`src/rtl/mrq_pkg.sv`:
```
// Package for the multilevel ready queue: action and status codes, link encoding,
// controller states and the structs between the controller and the cell row.
// No dependencies.
`default_nettype none
package mrq_pkg;

    // Width of a process id and of a level field, fixed by the interface.
    localparam int unsigned PID_W = 4;
    localparam int unsigned LVL_W = 2;

    // A link with bit 4 set marks the end of a list.
    localparam logic [PID_W:0] LINK_NONE = 5'h10;

    typedef enum logic [1:0] {
        ACT_ENQUEUE = 2'd0,
        ACT_DEQUEUE = 2'd1,
        ACT_REMOVE  = 2'd2
    } t_action;

    localparam logic [2:0] ST_OK        = 3'd0;
    localparam logic [2:0] ST_BAD_ID    = 3'd1;
    localparam logic [2:0] ST_NOT_READY = 3'd2;
    localparam logic [2:0] ST_EMPTY     = 3'd3;
    localparam logic [2:0] ST_DUP       = 3'd4;

    typedef enum logic [2:0] {
        S_IDLE,
        S_EXEC,
        S_ENQ_LINK,
        S_POP,
        S_WALK,
        S_UNLINK,
        S_UNLINK_END,
        S_RESP
    } t_state;

    // Lookup addresses presented to every cell of the row.
    typedef struct packed {
        logic [PID_W-1:0] link_addr;
        logic [PID_W-1:0] q_addr;
    } t_cell_rd;

    // One link write and one queued-flag write per cycle.
    typedef struct packed {
        logic             link_we;
        logic [PID_W-1:0] link_addr;
        logic [PID_W:0]   link_data;
        logic             q_we;
        logic [PID_W-1:0] q_addr;
        logic             q_val;
    } t_cell_wr;

    // Data handed from one cell to the next along the row.
    typedef struct packed {
        logic [PID_W:0] link;
        logic           queued;
    } t_chain;

endpackage
`default_nettype wire

```
`src/rtl/mrq_req_if.sv`:
```
// Request channel of the multilevel ready queue: valid/ready handshake and one command.
// Depends on mrq_pkg for field widths.
`default_nettype none
interface mrq_req_if;
    logic                      valid;
    logic                      ready;
    logic [1:0]                action;
    logic [mrq_pkg::PID_W-1:0] pid;
    logic [mrq_pkg::LVL_W-1:0] priority_req;
    logic                      is_ready;

    modport source (output valid, action, pid, priority_req, is_ready, input ready);
    modport sink   (input valid, action, pid, priority_req, is_ready, output ready);
endinterface
`default_nettype wire

```
`src/rtl/mrq_rsp_if.sv`:
```
// Response channel of the multilevel ready queue: valid/ready handshake and one result.
// Depends on mrq_pkg for field widths.
`default_nettype none
interface mrq_rsp_if;
    logic                      valid;
    logic                      ready;
    logic [2:0]                status;
    logic [mrq_pkg::PID_W-1:0] out_pid;
    logic [mrq_pkg::LVL_W-1:0] out_priority;

    modport source (output valid, status, out_pid, out_priority, input ready);
    modport sink   (input valid, status, out_pid, out_priority, output ready);
endinterface
`default_nettype wire

```
`src/rtl/mrq_cell.sv`:
```
// One process-id cell: holds the id's next link and queued flag, answers lookups
// by replacing the chain data when addressed. Depends on mrq_pkg.
`default_nettype none
module mrq_cell #(
    parameter int unsigned ID = 0
) (
    input  wire logic              i_clk,
    input  wire logic              i_rst_n,
    input  mrq_pkg::t_cell_rd      i_rd,
    input  mrq_pkg::t_cell_wr      i_wr,
    input  mrq_pkg::t_chain        i_chain,
    output mrq_pkg::t_chain        o_chain
);
    import mrq_pkg::*;

    localparam logic [PID_W-1:0] MY_ID = PID_W'(ID);

    logic [PID_W:0] r_link;
    logic           r_queued;

    always_ff @(posedge i_clk) begin
        if (i_wr.link_we && (i_wr.link_addr == MY_ID)) begin
            r_link <= i_wr.link_data;
        end
    end

    always_ff @(posedge i_clk) begin
        if (!i_rst_n) begin
            r_queued <= 1'b0;
        end else if (i_wr.q_we && (i_wr.q_addr == MY_ID)) begin
            r_queued <= i_wr.q_val;
        end
    end

    always_comb begin
        o_chain.link   = (i_rd.link_addr == MY_ID) ? r_link : i_chain.link;
        o_chain.queued = (i_rd.q_addr == MY_ID) ? r_queued : i_chain.queued;
    end

endmodule
`default_nettype wire

```
`src/rtl/mrq_cell_row.sv`:
```
// Row of process-id cells chained end to end; the addressed cell's link and flag
// come out at the far end. Depends on mrq_pkg and mrq_cell.
`default_nettype none
module mrq_cell_row #(
    parameter int unsigned NUM_PIDS = 10
) (
    input  wire logic              i_clk,
    input  wire logic              i_rst_n,
    input  mrq_pkg::t_cell_rd      i_rd,
    input  mrq_pkg::t_cell_wr      i_wr,
    output mrq_pkg::t_chain        o_chain
);
    import mrq_pkg::*;

    t_chain chain [NUM_PIDS+1];

    // An id with no cell reads as an end-of-list link and not queued.
    assign chain[0] = '{link: LINK_NONE, queued: 1'b0};

    for (genvar g = 0; g < NUM_PIDS; g++) begin : g_cell
        mrq_cell #(.ID(g)) u_cell (
            .i_clk   (i_clk),
            .i_rst_n (i_rst_n),
            .i_rd    (i_rd),
            .i_wr    (i_wr),
            .i_chain (chain[g]),
            .o_chain (chain[g+1])
        );
    end

    assign o_chain = chain[NUM_PIDS];

endmodule
`default_nettype wire

```
`src/rtl/multilevel_ready_queue_core.sv`:
```
// Top level of the multilevel ready queue: controller sequencer, level head/tail
// registers and the process-id cell row. Depends on mrq_pkg, the channel interfaces
// and mrq_cell_row.
//
// This block is a scheduler ready queue with NUM_LEVELS priority levels, level 0 the
// most urgent, each a FIFO of process ids kept as a linked list. The per-id next links
// and queued flags live in a row of cells, one per id; the controller holds each
// level's head, tail and non-empty flag. Commands are enqueue, dequeue of the most
// urgent head, and remove of a named id from a level. Exactly one response follows
// every accepted request, in order. One request is worked on at a time. A remove
// walks down the level's list at one link per cycle through the cell row. A new
// request is accepted in the cycle after the response is handed to the output
// register, while that response still waits to be taken. Level fields beyond
// NUM_LEVELS-1 are clamped to the last level. Reset needs no clearing pass:
// non-empty and queued flags are cleared at once, and links, heads and tails are
// only read once written.
`default_nettype none
module multilevel_ready_queue_core #(
    parameter int unsigned NUM_PIDS   = 10,
    parameter int unsigned NUM_LEVELS = 4
) (
    input  wire logic  i_clk,
    input  wire logic  i_rst_n,
    mrq_req_if.sink    i_req,
    mrq_rsp_if.source  o_rsp
);
    import mrq_pkg::*;

    localparam int unsigned LW = $clog2(NUM_LEVELS);
    localparam int unsigned SW = $clog2(NUM_PIDS + 1);
    localparam logic [PID_W:0] PID_LIMIT = (PID_W + 1)'(NUM_PIDS);
    localparam logic [LVL_W:0] LVL_LIMIT = (LVL_W + 1)'(NUM_LEVELS);
    localparam logic [LVL_W-1:0] LVL_LAST = LVL_W'(NUM_LEVELS - 1);

    // Controller state and the captured request.
    t_state           r_state, n_state;
    logic [1:0]       r_act;
    logic [PID_W-1:0] r_pid;
    logic [LVL_W-1:0] r_lvl, n_lvl;
    logic             r_rdy;

    // Walk registers for remove.
    logic [PID_W-1:0] r_cur, n_cur;
    logic [PID_W-1:0] r_prev, n_prev;
    logic [SW-1:0]    r_steps, n_steps;

    // Result waiting to enter the output register.
    logic [2:0]       r_status, n_status;
    logic [PID_W-1:0] r_opid, n_opid;
    logic [LVL_W-1:0] r_olvl, n_olvl;

    // Level bookkeeping.
    logic [PID_W-1:0] r_head [NUM_LEVELS];
    logic [PID_W-1:0] r_tail [NUM_LEVELS];
    logic             head_we, tail_we;
    logic [PID_W-1:0] head_data, tail_data;
    logic [NUM_LEVELS-1:0] r_nonempty, n_nonempty;

    // Output register.
    logic             r_ovalid, n_ovalid;
    logic [2:0]       r_ostatus;
    logic [PID_W-1:0] r_ostatus_pid;
    logic [LVL_W-1:0] r_ostatus_lvl;
    logic             out_load;

    // Cell row.
    t_cell_rd cell_rd;
    t_cell_wr cell_wr;
    t_chain   cell_q;

    logic             in_fire;
    logic [LVL_W-1:0] req_lvl;
    logic [LW-1:0]    lvl_idx;
    logic             pid_ok;
    logic             link_ok;
    logic [PID_W-1:0] link_id;
    logic             deq_found;
    logic [LVL_W-1:0] deq_lvl;

    mrq_cell_row #(.NUM_PIDS(NUM_PIDS)) u_row (
        .i_clk   (i_clk),
        .i_rst_n (i_rst_n),
        .i_rd    (cell_rd),
        .i_wr    (cell_wr),
        .o_chain (cell_q)
    );

    assign i_req.ready = (r_state == S_IDLE);
    assign in_fire     = i_req.valid && i_req.ready;

    // Out-of-range levels go to the last level.
    assign req_lvl = ({1'b0, i_req.priority_req} >= LVL_LIMIT) ? LVL_LAST : i_req.priority_req;

    assign lvl_idx = r_lvl[LW-1:0];
    assign pid_ok  = ({1'b0, r_pid} < PID_LIMIT);
    assign link_id = cell_q.link[PID_W-1:0];
    assign link_ok = !cell_q.link[PID_W] && ({1'b0, link_id} < PID_LIMIT);

    // Most urgent non-empty level.
    always_comb begin
        deq_found = 1'b0;
        deq_lvl   = '0;
        for (int i = NUM_LEVELS - 1; i >= 0; i--) begin
            if (r_nonempty[i]) begin
                deq_found = 1'b1;
                deq_lvl   = LVL_W'(i);
            end
        end
    end

    assign out_load = (r_state == S_RESP) && (!r_ovalid || o_rsp.ready);

    // Next state and datapath control.
    always_comb begin
        n_state    = r_state;
        n_lvl      = r_lvl;
        n_cur      = r_cur;
        n_prev     = r_prev;
        n_steps    = r_steps;
        n_status   = r_status;
        n_opid     = r_opid;
        n_olvl     = r_olvl;
        n_nonempty = r_nonempty;
        head_we    = 1'b0;
        head_data  = r_pid;
        tail_we    = 1'b0;
        tail_data  = r_pid;
        cell_rd    = '{link_addr: r_cur, q_addr: r_pid};
        cell_wr    = '0;

        case (r_state)
            S_IDLE: begin
                if (in_fire) begin
                    n_state = S_EXEC;
                end
            end

            S_EXEC: begin
                // Default outcome is a rejection with zeroed id and level.
                n_status = ST_EMPTY;
                n_opid   = '0;
                n_olvl   = '0;
                n_state  = S_RESP;
                case (r_act)
                    ACT_ENQUEUE: begin
                        if (!pid_ok) begin
                            n_status = ST_BAD_ID;
                        end else if (!r_rdy) begin
                            n_status = ST_NOT_READY;
                        end else if (cell_q.queued) begin
                            n_status = ST_DUP;
                        end else begin
                            n_status        = ST_OK;
                            n_opid          = r_pid;
                            n_olvl          = r_lvl;
                            cell_wr.link_we   = 1'b1;
                            cell_wr.link_addr = r_pid;
                            cell_wr.link_data = LINK_NONE;
                            cell_wr.q_we      = 1'b1;
                            cell_wr.q_addr    = r_pid;
                            cell_wr.q_val     = 1'b1;
                            if (!r_nonempty[lvl_idx]) begin
                                head_we             = 1'b1;
                                tail_we             = 1'b1;
                                n_nonempty[lvl_idx] = 1'b1;
                            end else begin
                                n_state = S_ENQ_LINK;
                            end
                        end
                    end
                    ACT_DEQUEUE: begin
                        if (deq_found) begin
                            n_lvl   = deq_lvl;
                            n_state = S_POP;
                        end
                    end
                    ACT_REMOVE: begin
                        if (!pid_ok) begin
                            n_status = ST_BAD_ID;
                        end else if (r_nonempty[lvl_idx]) begin
                            if (r_head[lvl_idx] == r_pid) begin
                                n_state = S_POP;
                            end else begin
                                n_cur   = r_head[lvl_idx];
                                n_steps = '0;
                                n_state = S_WALK;
                            end
                        end
                    end
                    default: begin
                        n_status = ST_EMPTY;
                    end
                endcase
            end

            S_ENQ_LINK: begin
                // Append behind the old tail.
                cell_wr.link_we   = 1'b1;
                cell_wr.link_addr = r_tail[lvl_idx];
                cell_wr.link_data = {1'b0, r_pid};
                tail_we           = 1'b1;
                n_state           = S_RESP;
            end

            S_POP: begin
                cell_rd.link_addr = r_head[lvl_idx];
                if (link_ok) begin
                    head_we   = 1'b1;
                    head_data = link_id;
                end else begin
                    n_nonempty[lvl_idx] = 1'b0;
                end
                cell_wr.link_we   = 1'b1;
                cell_wr.link_addr = r_head[lvl_idx];
                cell_wr.link_data = LINK_NONE;
                cell_wr.q_we      = 1'b1;
                cell_wr.q_addr    = r_head[lvl_idx];
                cell_wr.q_val     = 1'b0;
                n_status = ST_OK;
                n_opid   = r_head[lvl_idx];
                n_olvl   = r_lvl;
                n_state  = S_RESP;
            end

            S_WALK: begin
                if ((r_steps == SW'(NUM_PIDS)) || !link_ok) begin
                    n_state = S_RESP;
                end else if (link_id == r_pid) begin
                    n_prev  = r_cur;
                    n_cur   = link_id;
                    n_state = S_UNLINK;
                end else begin
                    n_cur   = link_id;
                    n_steps = r_steps + SW'(1);
                end
            end

            S_UNLINK: begin
                // Predecessor takes over the removed id's successor.
                cell_wr.link_we   = 1'b1;
                cell_wr.link_addr = r_prev;
                cell_wr.link_data = cell_q.link;
                cell_wr.q_we      = 1'b1;
                cell_wr.q_addr    = r_cur;
                cell_wr.q_val     = 1'b0;
                if (cell_q.link[PID_W]) begin
                    tail_we   = 1'b1;
                    tail_data = r_prev;
                end
                n_state = S_UNLINK_END;
            end

            S_UNLINK_END: begin
                cell_wr.link_we   = 1'b1;
                cell_wr.link_addr = r_cur;
                cell_wr.link_data = LINK_NONE;
                n_status = ST_OK;
                n_opid   = r_cur;
                n_olvl   = r_lvl;
                n_state  = S_RESP;
            end

            S_RESP: begin
                if (out_load) begin
                    n_state = S_IDLE;
                end
            end

            default: begin
                n_state = S_IDLE;
            end
        endcase
    end

    // Output valid: set on load, cleared when the sink takes the transaction.
    always_comb begin
        n_ovalid = r_ovalid;
        if (out_load) begin
            n_ovalid = 1'b1;
        end else if (r_ovalid && o_rsp.ready) begin
            n_ovalid = 1'b0;
        end
    end

    always_ff @(posedge i_clk) begin
        if (!i_rst_n) begin
            r_state    <= S_IDLE;
            r_nonempty <= '0;
            r_ovalid   <= 1'b0;
        end else begin
            r_state    <= n_state;
            r_nonempty <= n_nonempty;
            r_ovalid   <= n_ovalid;
        end
    end

    always_ff @(posedge i_clk) begin
        if (in_fire) begin
            r_act <= i_req.action;
            r_pid <= i_req.pid;
            r_lvl <= req_lvl;
            r_rdy <= i_req.is_ready;
        end else begin
            r_lvl <= n_lvl;
        end
        r_cur    <= n_cur;
        r_prev   <= n_prev;
        r_steps  <= n_steps;
        r_status <= n_status;
        r_opid   <= n_opid;
        r_olvl   <= n_olvl;
        if (head_we) begin
            r_head[lvl_idx] <= head_data;
        end
        if (tail_we) begin
            r_tail[lvl_idx] <= tail_data;
        end
        if (out_load) begin
            r_ostatus     <= r_status;
            r_ostatus_pid <= r_opid;
            r_ostatus_lvl <= r_olvl;
        end
    end

    assign o_rsp.valid        = r_ovalid;
    assign o_rsp.status       = r_ostatus;
    assign o_rsp.out_pid      = r_ostatus_pid;
    assign o_rsp.out_priority = r_ostatus_lvl;

    // A rejected command never reports an id or a level.
    a_reject_zero: assert property (@(posedge i_clk) disable iff (!i_rst_n)
        (o_rsp.valid && (o_rsp.status != ST_OK)) |->
            ((o_rsp.out_pid == '0) && (o_rsp.out_priority == '0)))
        else $error("rejected response carries a nonzero id or level");

    // A successful response names an id that has a cell.
    a_ok_pid_range: assert property (@(posedge i_clk) disable iff (!i_rst_n)
        (o_rsp.valid && (o_rsp.status == ST_OK)) |-> ({1'b0, o_rsp.out_pid} < PID_LIMIT))
        else $error("successful response names an id out of range");

    // The list walk never runs past its step bound.
    a_walk_bound: assert property (@(posedge i_clk) disable iff (!i_rst_n)
        (r_state == S_WALK) |-> (r_steps <= SW'(NUM_PIDS)))
        else $error("remove walk exceeded its step bound");

    // An accepted request is decoded in the next cycle.
    a_accept_exec: assert property (@(posedge i_clk) disable iff (!i_rst_n)
        in_fire |=> (r_state == S_EXEC))
        else $error("accepted request was not decoded");

endmodule
`default_nettype wire
```
`src/flat_wrapper.sv`:
```
// flat-port wrapper written by rule: the top's interface ports become plain ports
module multilevel_ready_queue_core_flat import mrq_pkg::*;
#(
    parameter int unsigned NUM_PIDS   = 10,
    parameter int unsigned NUM_LEVELS = 4
)
  (i_clk, i_rst_n, i_req_valid, i_req_action, i_req_pid, i_req_priority_req, i_req_is_ready, i_req_ready, o_rsp_valid, o_rsp_status, o_rsp_out_pid, o_rsp_out_priority, o_rsp_ready);
  mrq_req_if i_req_i ();
  mrq_rsp_if o_rsp_i ();
  input  wire logic i_clk;
  input  wire logic i_rst_n;
  input wire logic [$bits(i_req_i.valid)-1:0] i_req_valid;
  input wire logic [$bits(i_req_i.action)-1:0] i_req_action;
  input wire logic [$bits(i_req_i.pid)-1:0] i_req_pid;
  input wire logic [$bits(i_req_i.priority_req)-1:0] i_req_priority_req;
  input wire logic [$bits(i_req_i.is_ready)-1:0] i_req_is_ready;
  output wire logic [$bits(i_req_i.ready)-1:0] i_req_ready;
  output wire logic [$bits(o_rsp_i.valid)-1:0] o_rsp_valid;
  output wire logic [$bits(o_rsp_i.status)-1:0] o_rsp_status;
  output wire logic [$bits(o_rsp_i.out_pid)-1:0] o_rsp_out_pid;
  output wire logic [$bits(o_rsp_i.out_priority)-1:0] o_rsp_out_priority;
  input wire logic [$bits(o_rsp_i.ready)-1:0] o_rsp_ready;
  assign i_req_i.valid = i_req_valid;
  assign i_req_i.action = i_req_action;
  assign i_req_i.pid = i_req_pid;
  assign i_req_i.priority_req = i_req_priority_req;
  assign i_req_i.is_ready = i_req_is_ready;
  assign i_req_ready = i_req_i.ready;
  assign o_rsp_valid = o_rsp_i.valid;
  assign o_rsp_status = o_rsp_i.status;
  assign o_rsp_out_pid = o_rsp_i.out_pid;
  assign o_rsp_out_priority = o_rsp_i.out_priority;
  assign o_rsp_i.ready = o_rsp_ready;
  multilevel_ready_queue_core #(.NUM_PIDS(NUM_PIDS), .NUM_LEVELS(NUM_LEVELS)) u_core (.i_clk(i_clk), .i_rst_n(i_rst_n), .i_req(i_req_i), .o_rsp(o_rsp_i));
endmodule
```
`config.mk`:
```
export PLATFORM = sky130hd
export DESIGN_NAME = multilevel_ready_queue_core_flat
export DESIGN_NICKNAME = d
export VERILOG_FILES = /design/src/rtl/mrq_pkg.sv /design/src/rtl/mrq_req_if.sv /design/src/rtl/mrq_rsp_if.sv /design/src/rtl/mrq_cell.sv /design/src/rtl/mrq_cell_row.sv /design/src/rtl/multilevel_ready_queue_core.sv /design/src/flat_wrapper.sv
export SDC_FILE = /design/constraint.sdc
export NUM_CORES = 1
export LEC_CHECK = 0
export ABC_AREA = 0
export BUFFER_PORTS_ARGS = -buffer_cell sky130_fd_sc_hd__buf_4
export CAP_MARGIN = 20
export CORE_MARGIN = 1
export CORE_UTILIZATION = 56
export DETAILED_ROUTE_END_ITERATION = 8
export PLACE_DENSITY = 0.76
export RECOVER_POWER = 50
export SLEW_MARGIN = 5
export SYNTH_ARGS = -nofsm -noshare
export SYNTH_HDL_FRONTEND = slang
export SYNTH_SLANG_ARGS = --single-unit
export TNS_END_PERCENT = 1
```
`constraint.sdc`:
```
create_clock -name i_clk -period 3 [get_ports i_clk]
set_clock_uncertainty 0.1 [all_clocks]
set_input_delay 0.6 -clock i_clk [delete_from_list [all_inputs] [get_ports i_clk]]
set_output_delay 0.6 -clock i_clk [all_outputs]
set_load 0.05 [all_outputs]
```
Word-level counts from Yosys, hierarchy flattened
Memory sizes are Yosys's and may differ from the RTL's. A register that Yosys moved wholly into a read port is not among the register bits.
Index checks and enable logic that the tools add are counted.

word-level totals
  bits in writable memories = 32
  flip-flop bits (word level) = 107
  input port bits = 13
  output and inout port bits = 11
  memories kept = 2

operators by class
  $lt $le $gt $ge = 4
  muxes and demuxes = 114
  $add $sub $neg = 1
  bitwise operators = 4
  equality and inequality tests = 62
  reduce and logical (&&, ||, !) cells = 52

memory list
  memory         words  width  read ports  clocked after memory_dff  wr ports  line                               RTL
  u_core.r_head  4      4      1           1                         1         multilevel_ready_queue_core.sv:53  logic [PID_W-1:0] r_head [NUM_LEVELS];
  u_core.r_tail  4      4      1           1                         1         multilevel_ready_queue_core.sv:54  logic [PID_W-1:0] r_tail [NUM_LEVELS];

operators by type and width
  operator              number
  $mux W4               26
  $eq A4 B3 Y1 const B  16
  $mux W16              4
  $mux W5               10
  $pmux W10 S5          1
  $mux W3               15
  $eq A4 B4 Y1 const B  9
  $eq A4 B2 Y1 const B  8
  $mux W2               15
  $mux W1               29
  $logic_and A1 B1 Y1   25
  $pmux W4 S2           3
  $ne A2 B2 Y1 const B  9
  $pmux W3 S6           1
  $pmux W6 S3           1
  $eq A4 B1 Y1 const B  4
  $logic_not A4 Y1      4
  $reduce_and A7 Y1     2
  $reduce_bool A2 Y1    7
  $eq A3 B3 Y1 const B  4
  $pmux W3 S2           2
  $pmux W4 S3           1
  $pmux W3 S3           1
  $reduce_and A3 Y1     3
  other kinds (28)      37

Depth between registers and ports, before layout
Gate-level depths: netlist of run 1.

  depth after elaboration = 19
  depth in mapped cells = 13

By module
From an unflattened synthesis of run 1, not the netlist that was laid out.

unflattened totals
  cell total of the unflattened synthesis = 504
  area total of the unflattened synthesis = 6947.9 µm²

by module, submodules not included
  module                                         times used  area an instance (µm²)  cells each
  multilevel_ready_queue_core                    1           3860.0                  297
  mrq_cell at u_core.u_row.g_cell[5].u_cell ...  3           306.5                   20
  mrq_cell at u_core.u_row.g_cell[1].u_cell ...  2           311.5                   20
  mrq_cell at u_core.u_row.g_cell[4].u_cell ...  2           307.8                   21
  mrq_cell at u_core.u_row.g_cell[7].u_cell      1           312.8                   20
  mrq_cell at u_core.u_row.g_cell[3].u_cell      1           306.5                   23
  mrq_cell at u_core.u_row.g_cell[0].u_cell      1           302.8                   20
  mrq_cell_row                                   1           7.5                     2

Worst setup path before layout of run 1
Ideal clock, no wire load.

  path type = register -> register
  start point = register (tool-made name)
  end point = memory u_core.r_head[0][0] (enable)
  setup time = 0.365 ns
  stages on the path, launching flop included = 13
  setup slack = -0.347 ns
  path buffers = 2
  required time = 2.535 ns
  data arrival time = 2.882 ns
  cells stage by stage = dfxtp_1 buf_6 mux4_2 buf_6 mux2_4 nand2_1 a21oi_1 a221o_1 o21a_1 o21ai_2 and2_1 nand2_1 a21boi_0

RTL lines
  element        line
  end, declared  multilevel_ready_queue_core.sv:53

==> summary.md, run 1 <==
| Metric | Value |
|---|---|
| Gr ovfl total | 0 |
| PwrDens | 866 nW/um2 |
| Post-synth top area share | 52.7% |
| Status | finished, violations left |
| CTS Buf Count | 17 |
| Final Max Tran Viols | 0 |
| Largest delay share family, worst path | multiplexers |
| GRT Overall Usage | between 30% and 40% |
| Peak Freq | 283 MHz |
| Fraction of layout cells with a size suffix above 1 | slightly below 40% |
| # IOs | 24 |
| Post-synth top area cell | edfxtp_1 |
| Critical Path Sink Type | flip-flop |
| CTS tree | done |
| H-tree levels | 4 |
| Reg2Reg Depth | 13 |
| Leak Pwr | 3.37 nW |
| Sequential-to-total area share from yosys stat | 58.6% |
| Sequential Power Share | 34.4% |
| Final Worst Setup Slack | -0.534 ns |
| Cell count after synthesis | 575 |
| Violated checks | negative setup slack |
| RSZ-0062 raised after global routing | yes |
| CP Launch Type | flip-flop |
| Syn Std Cell Area | 6890 um2 |
| Combinational share of power | 40.0% |
| Synth warn | 0 |
| Placer congestion estimate | 0.941 |
| Unique masters post-synth | 74 |
| Site row count | 40 |
| CP required | between 3 and 4 ns |
| Worst path buffer plus inverter count | 4 |
| CP Cell Sequence | mux4_2 > mux2i_4 > buf_4 > o21ai_0 > o211ai_1 > a211oi_2 > o31ai_4 > buf_6 > xnor2_1 > nand4_1 > buf_4 > nor4_4 > buf_4 |
| Area contributors post-synth | edfxtp_1 53%, dfxtp_1 5.8%, nand2_1 3.6% |
| Pint | 5.14 mW |
| Commonest cells after routing, fill and taps aside | 121 x edfxtp_1, 110 x buf_4, 56 x nand2_1, 46 x nor2_1, 21 x o21ai_0 |
| DRT Wirelength | 19.3 mm |
| Post-DRT Antenna Nets | 0 |
| Vias | 5635 |
| Die H | 113 um |
| Placed cells | 819 |
| Worst slew pin tran | 0.731 ns |
| WS Path Type | reg -> reg |
| CTS clk-pin slew, worst paths | ~0.060 ns |
| Crit share post-route | 118% |
| Layout Nets | 719 |
| Post-synth EDFFs | ~120 |
| Final hold vios | 0 |
| Initial Util | 57.4% |
| DR iter-0 viols | approximately 740 |
| Number of global-route vias before repair | approximately 5300 |
| First-pass GRT wire length | 28.4 mm |
| IO Port Bufs | 23 |
| Syn avg cell area | 12.0 um2 |
| Detailed Routing Iterations Pass 1 | 5 |
| Pre-CTS WS | -0.550 ns |
| Sw frac | 34.6% |
| Worst min path class | in -> reg |
| Worst EP arrival | around 3.6 ns |
| Rel. slew slack | about half |
| Vias per cell | ~6.5 |
| Worst min-delay path startpoint | i_req_is_ready |
| DP HPWL | ~13 mm |
| DRC viols | 0 |
| Clk root buf | clkbuf_16 |
| Final setup fails | approximately 120 |
| Die ar. | 12700 um2 |
| Area Growth Syn to Fin | 31.8% |
| FF+latch count, synth | 141 |
| WL/cell | 22.3 um |
| Most frequent CP cell | buf_4 |
| Hold EP | u_core.r_rdy |
| Clock sinks | roughly 140 |
| R2R setup slack | -0.53 ns |
| Largest net degree at the start of global routing | 21 |
| Hold depth | 1 |
| Clock insertion delay at the later pin of the skew report | 0.43 ns |
| Main synth FF type | edfxtp_1 |
| RR Endpoint | u_core.r_prev[1] |
| Final non-filler cell total | 865 |
| Initial antenna violation count | 2 |
| Max Fanout on Critical Path | 5 |
| Post-synth net total | 590 |
| Clk buf depth | 2 |
| Max_cap viols | 0 |
| Clk pwr share | 25.6% |
| Fin crit period | 3.53 ns |
| VDD IR max | 525 uV |
| Switching power | 2.72 mW |
| Commonest non-fill, non-tap cell in the layout | edfxtp_1 |
| FFs w/ async S/R, synth | 0% |
| Critical path's slowest cell | mux4_2 |
| Core box area | 12000 um2 |
| Die W | about 110 um |
| Worst path max stage delay | 0.59 ns |
[cells by family after synthesis]
group,after synthesis,share of synthesized area [%]
XOR/XNOR,10,1.27
buffers and inverters,44,2.94
flip-flops,141,58.6
AO/OA/AOI/OAI,132,14.0
adder cells (fa/ha/maj),2,0.363
multiplexers,34,7.88
AND/OR/NAND/NOR,212,15.0
[worst max-delay path by stage]
stage,from,end,slack [ns],cells after the start
5_1_grt,flip-flop,u_core.r_prev[1],-0.64,13
3_5_place_dp,flip-flop,u_core.r_head[1][2],-0.55,13
6_report,flip-flop,u_core.r_prev[1],-0.53,13
2_1_floorplan,flip-flop,u_core.r_steps[0],-0.25,12
4_1_cts,flip-flop,u_core.r_prev[2],-0.32,13
3_3_place_gp,flip-flop,u_core.r_steps[1],-0.45,11
[per-stage QoR]
stage	power [mW]	instance area, um2	utilization (%)	hold slack (ns)	TNS, ns
floorplan	4.22	6930	-	0.300	-16.80
global placement	5.19	7960	66.3	0.302	-34.56
global route	8.14	9080	75.6	0.251	-39.44
detailed placement	5.25	7960	66.3	0.305	-43.29
finish	7.86	9080	75.6	0.267	-28.22
CTS	7.45	8750	72.9	0.230	-17.93
[sequential cells by signal (all words and copies together) (netlist names), 10 cells and up, named ones only]
signal                               flops
u_core.r_tail                           16
u_core.r_head                           16
u_core.u_row.g_cell.u_cell.r_link       50
u_core.u_row.g_cell.u_cell.r_queued     10
[repair_timing]
| action | in CTS | in global routing |
|---|---|---|
| buffers inserted | 9 | 4 |
| hold buffers | 0 | 0 |
| endpoints found under the setup margin | 186 | 191 |
| pin swaps | 10 | 19 |
| gates resized for setup | 43 | 70 |
[power by group through the flow]
stage | registers, mW | logic (mW) | clock network [mW]
2_1_floorplan | 2.69 | 1.53 | 0
3_3_place_gp | 2.71 | 2.48 | 0
5_1_grt | 2.73 | 3.31 | 2.10
6_report | 2.70 | 3.15 | 2.01
4_1_cts | 2.69 | 2.74 | 2.02
3_5_place_dp | 2.72 | 2.53 | 0
[Yosys cell counts (4+ instances only)]
cell type / count
a211oi_1: 4
a21boi_0: 4
a21oi_1: 26
a221o_1: 4
a31oi_1: 7
and2_1: 10
and3_1: 12
and3b_1: 4
buf_2: 6
clkbuf_1: 17
dfxtp_1: 20
edfxtp_1: 121
inv_1: 13
mux2_2: 11
mux2i_1: 7
mux4_2: 11
nand2_1: 66
nand2b_1: 11
nand3_1: 17
nor2_1: 52
nor3_1: 14
nor3b_1: 5
o211ai_1: 4
o21a_1: 4
o21ai_0: 27
o31ai_1: 4
xnor2_1: 9
[final cells by class]
type	count	area (um2)
clock inverters	12	121
diodes	1	2.50
repair buffers	141	1180
inverters	13	48.8
multi-input cells	390	3060
clock buffers	20	437
well taps	147	184
fillers	688	2930
flip-flops and latches	141	4040
[layer usage]
layer  routed length (um)  share of wire, %  GRT usage (%)
met4                  575               3.0           13.2
met1                 7660                40           40.7
met5                    0                 0              0
met2                 9170                48           46.3
met3                 1900               9.9           8.14
No activity file was read; power rests on OpenSTA's default activity.
==> run 2: changes to the inputs <==
--- a/config.mk
+++ b/config.mk
@@ -13,6 +13,7 @@
 export DETAILED_ROUTE_END_ITERATION = 8
 export PLACE_DENSITY = 0.76
 export RECOVER_POWER = 50
+export SKIP_CTS_REPAIR_TIMING = 1
 export SLEW_MARGIN = 5
 export SYNTH_ARGS = -nofsm -noshare
 export SYNTH_HDL_FRONTEND = slang
==> summary.md, run 2 (synthesis gave the netlist of run 1 again) <==
| Metric | Value |
|---|---|
| Clk buf depth | 2 |
| Hold depth | 1 |
| Gr ovfl total | 0 |
| Final Worst Setup Slack | -0.424 ns |
| Worst EP arrival | 3.46 ns |
| Post-DRT Antenna Nets | 0 |
| Final non-filler cell total | 854 |
| CP required | 3.04 ns |
| Commonest cells after routing, fill and taps aside | 121 x edfxtp_1, 95 x buf_4, 60 x nand2_1, 44 x nor2_1, 23 x o21ai_0 |
| Max_cap viols | 0 |
| Number of global-route vias before repair | around 5200 |
| Hold_ws | 0.266 ns |
| Final hold vios | 0 |
| VDD IR max | roughly 530 uV |
| Clock sinks | 141 |
| Max Fanout on Critical Path | 6 |
| Status | finished, violations left |
| Crit share post-route | 114% |
| Post-DP Area | 7960 um2 |
| Die ar. | 12700 um2 |
| Final Util | 73.5% |
| RSZ-0062 raised after global routing | yes |
| Fraction of layout cells with a size suffix above 1 | 33.8% |
| Leak Pwr | about 3.2 nW |
| Initial Util | approximately 57% |
| Fin area | 8830 um2 |
| WL/cell | 21.1 um |
| Final setup fails | 149 |
| Die W | 113 um |
| # IOs | 24 |
| Antenna Cells | 0 |
| Vias per cell | 6.37 |
| Commonest non-fill, non-tap cell in the layout | edfxtp_1 |
| Vias | about 5400 |
| Biggest regs | u_core.u_row.g_cell.u_cell.r_link x50, u_core.r_head x16, u_core.r_tail x16 |
| Worst min path class | in -> reg |
| Final Max Tran Viols | 0 |
| Fin crit period | approximately 3.4 ns |
| Reg with most FFs | u_core.u_row.g_cell.u_cell.r_link |
| GRT Overall Usage | 29.2% |
| Critical Path Sink Type | flip-flop |
| Largest net degree at the start of global routing | 21 |
| Core box area | 12000 um2 |
| H-tree levels | 4 |
| Violated checks | negative setup slack |
| Filler cells | roughly 770 |
| IO Port Bufs | 23 |
| Setup TNS | -26.55 ns |
| Pre-CTS WS | -0.550 ns |
| DRC viols | 0 |
| CTS clk-pin slew, worst paths | around 0.060 ns |
| Detailed Routing Iterations Pass 1 | 5 |
| Initial antenna violation count | 1 |
| Placed cells | 819 |
| CTS tree | done |
| Placer congestion estimate | between 0.9 and 1 |
| WS Path Type | reg -> reg |
| Die H | between 100 and 150 um |
| First-pass GRT wire length | 27.5 mm |
| Worst slew pin tran | 0.759 ns |
| Area Growth Syn to Fin | 28.2% |
| Rel. slew slack | 49.4% |
| Site row count | 40 |
| DRT Wirelength | 18.0 mm |
| DP HPWL | about 13 mm |
| DR iter-0 viols | between 600 and 700 |
| CTS Buf Count | 17 |
| Clock insertion delay at the later pin of the skew report | 0.43 ns |
| PwrDens | around 860 nW/um2 |
| Peak Freq | ~290 MHz |
| Clk root buf | clkbuf_16 |
| Design Power | 7.61 mW |
| CP Launch Type | flip-flop |
| Reg2Reg Depth | 10 |
| Layout Nets | about 710 |
| Max reg flops | 50 |
run 2: final cells by class:
cell class	instances	area, um2	area share, %
timing repair buffer	131	1020	11.5
multi-input combinational	390	2980	33.7
clock buffer	20	437	4.95
tap	147	184	2.08
inverter	13	48.8	0.553
sequential	141	4040	45.8
clock inverter	12	121	1.37
run 2: worst max-delay path, cell delays in order (launching register included):
cell     delay, ns
dfxtp_4       0.36
mux4_2        0.61
mux2i_4       0.35
mux2i_1       0.37
o32ai_2       0.14
o21a_1        0.25
o21ai_2       0.15
buf_4         0.13
nand2_2       0.05
or4b_4        0.51
nand2_4       0.11
run 2: report_power, final:
part,switching (mW),leakage [nW],internal [mW]
sequential,0.144,1.28,2.56
combinational,1.67,1.69,1.24
clock,0.787,0.263,1.21
total,2.60,3.23,5.01
run 2: path summary, 6_finish.rpt:
| check | start | slack (ns) | to |
|---|---|---|---|
| setup / recovery | flip-flop | -0.42 | u_core.r_steps[2] |
| hold / removal | i_req_is_ready | 0.27 | u_core.r_rdy |
| setup reg to reg | flip-flop | -0.42 | u_core.r_steps[2] |
| hold reg to reg | u_core.r_opid[1] | 0.32 | u_core.o_rsp.out_pid[1] |
run 2: metal layers:
metal | vias up | routed length (um) | GRT usage (%) | part of all wire, %
li1 | 2447 | - | - | -
met1 | 2685 | 7580 | 39.3 | 42
met2 | 264 | 8260 | 42.6 | 46
met3 | 45 | 1650 | 9.43 | 9.1
met4 | 0 | 534 | 15.4 | 3.0
met5 | - | 0 | 0 | 0
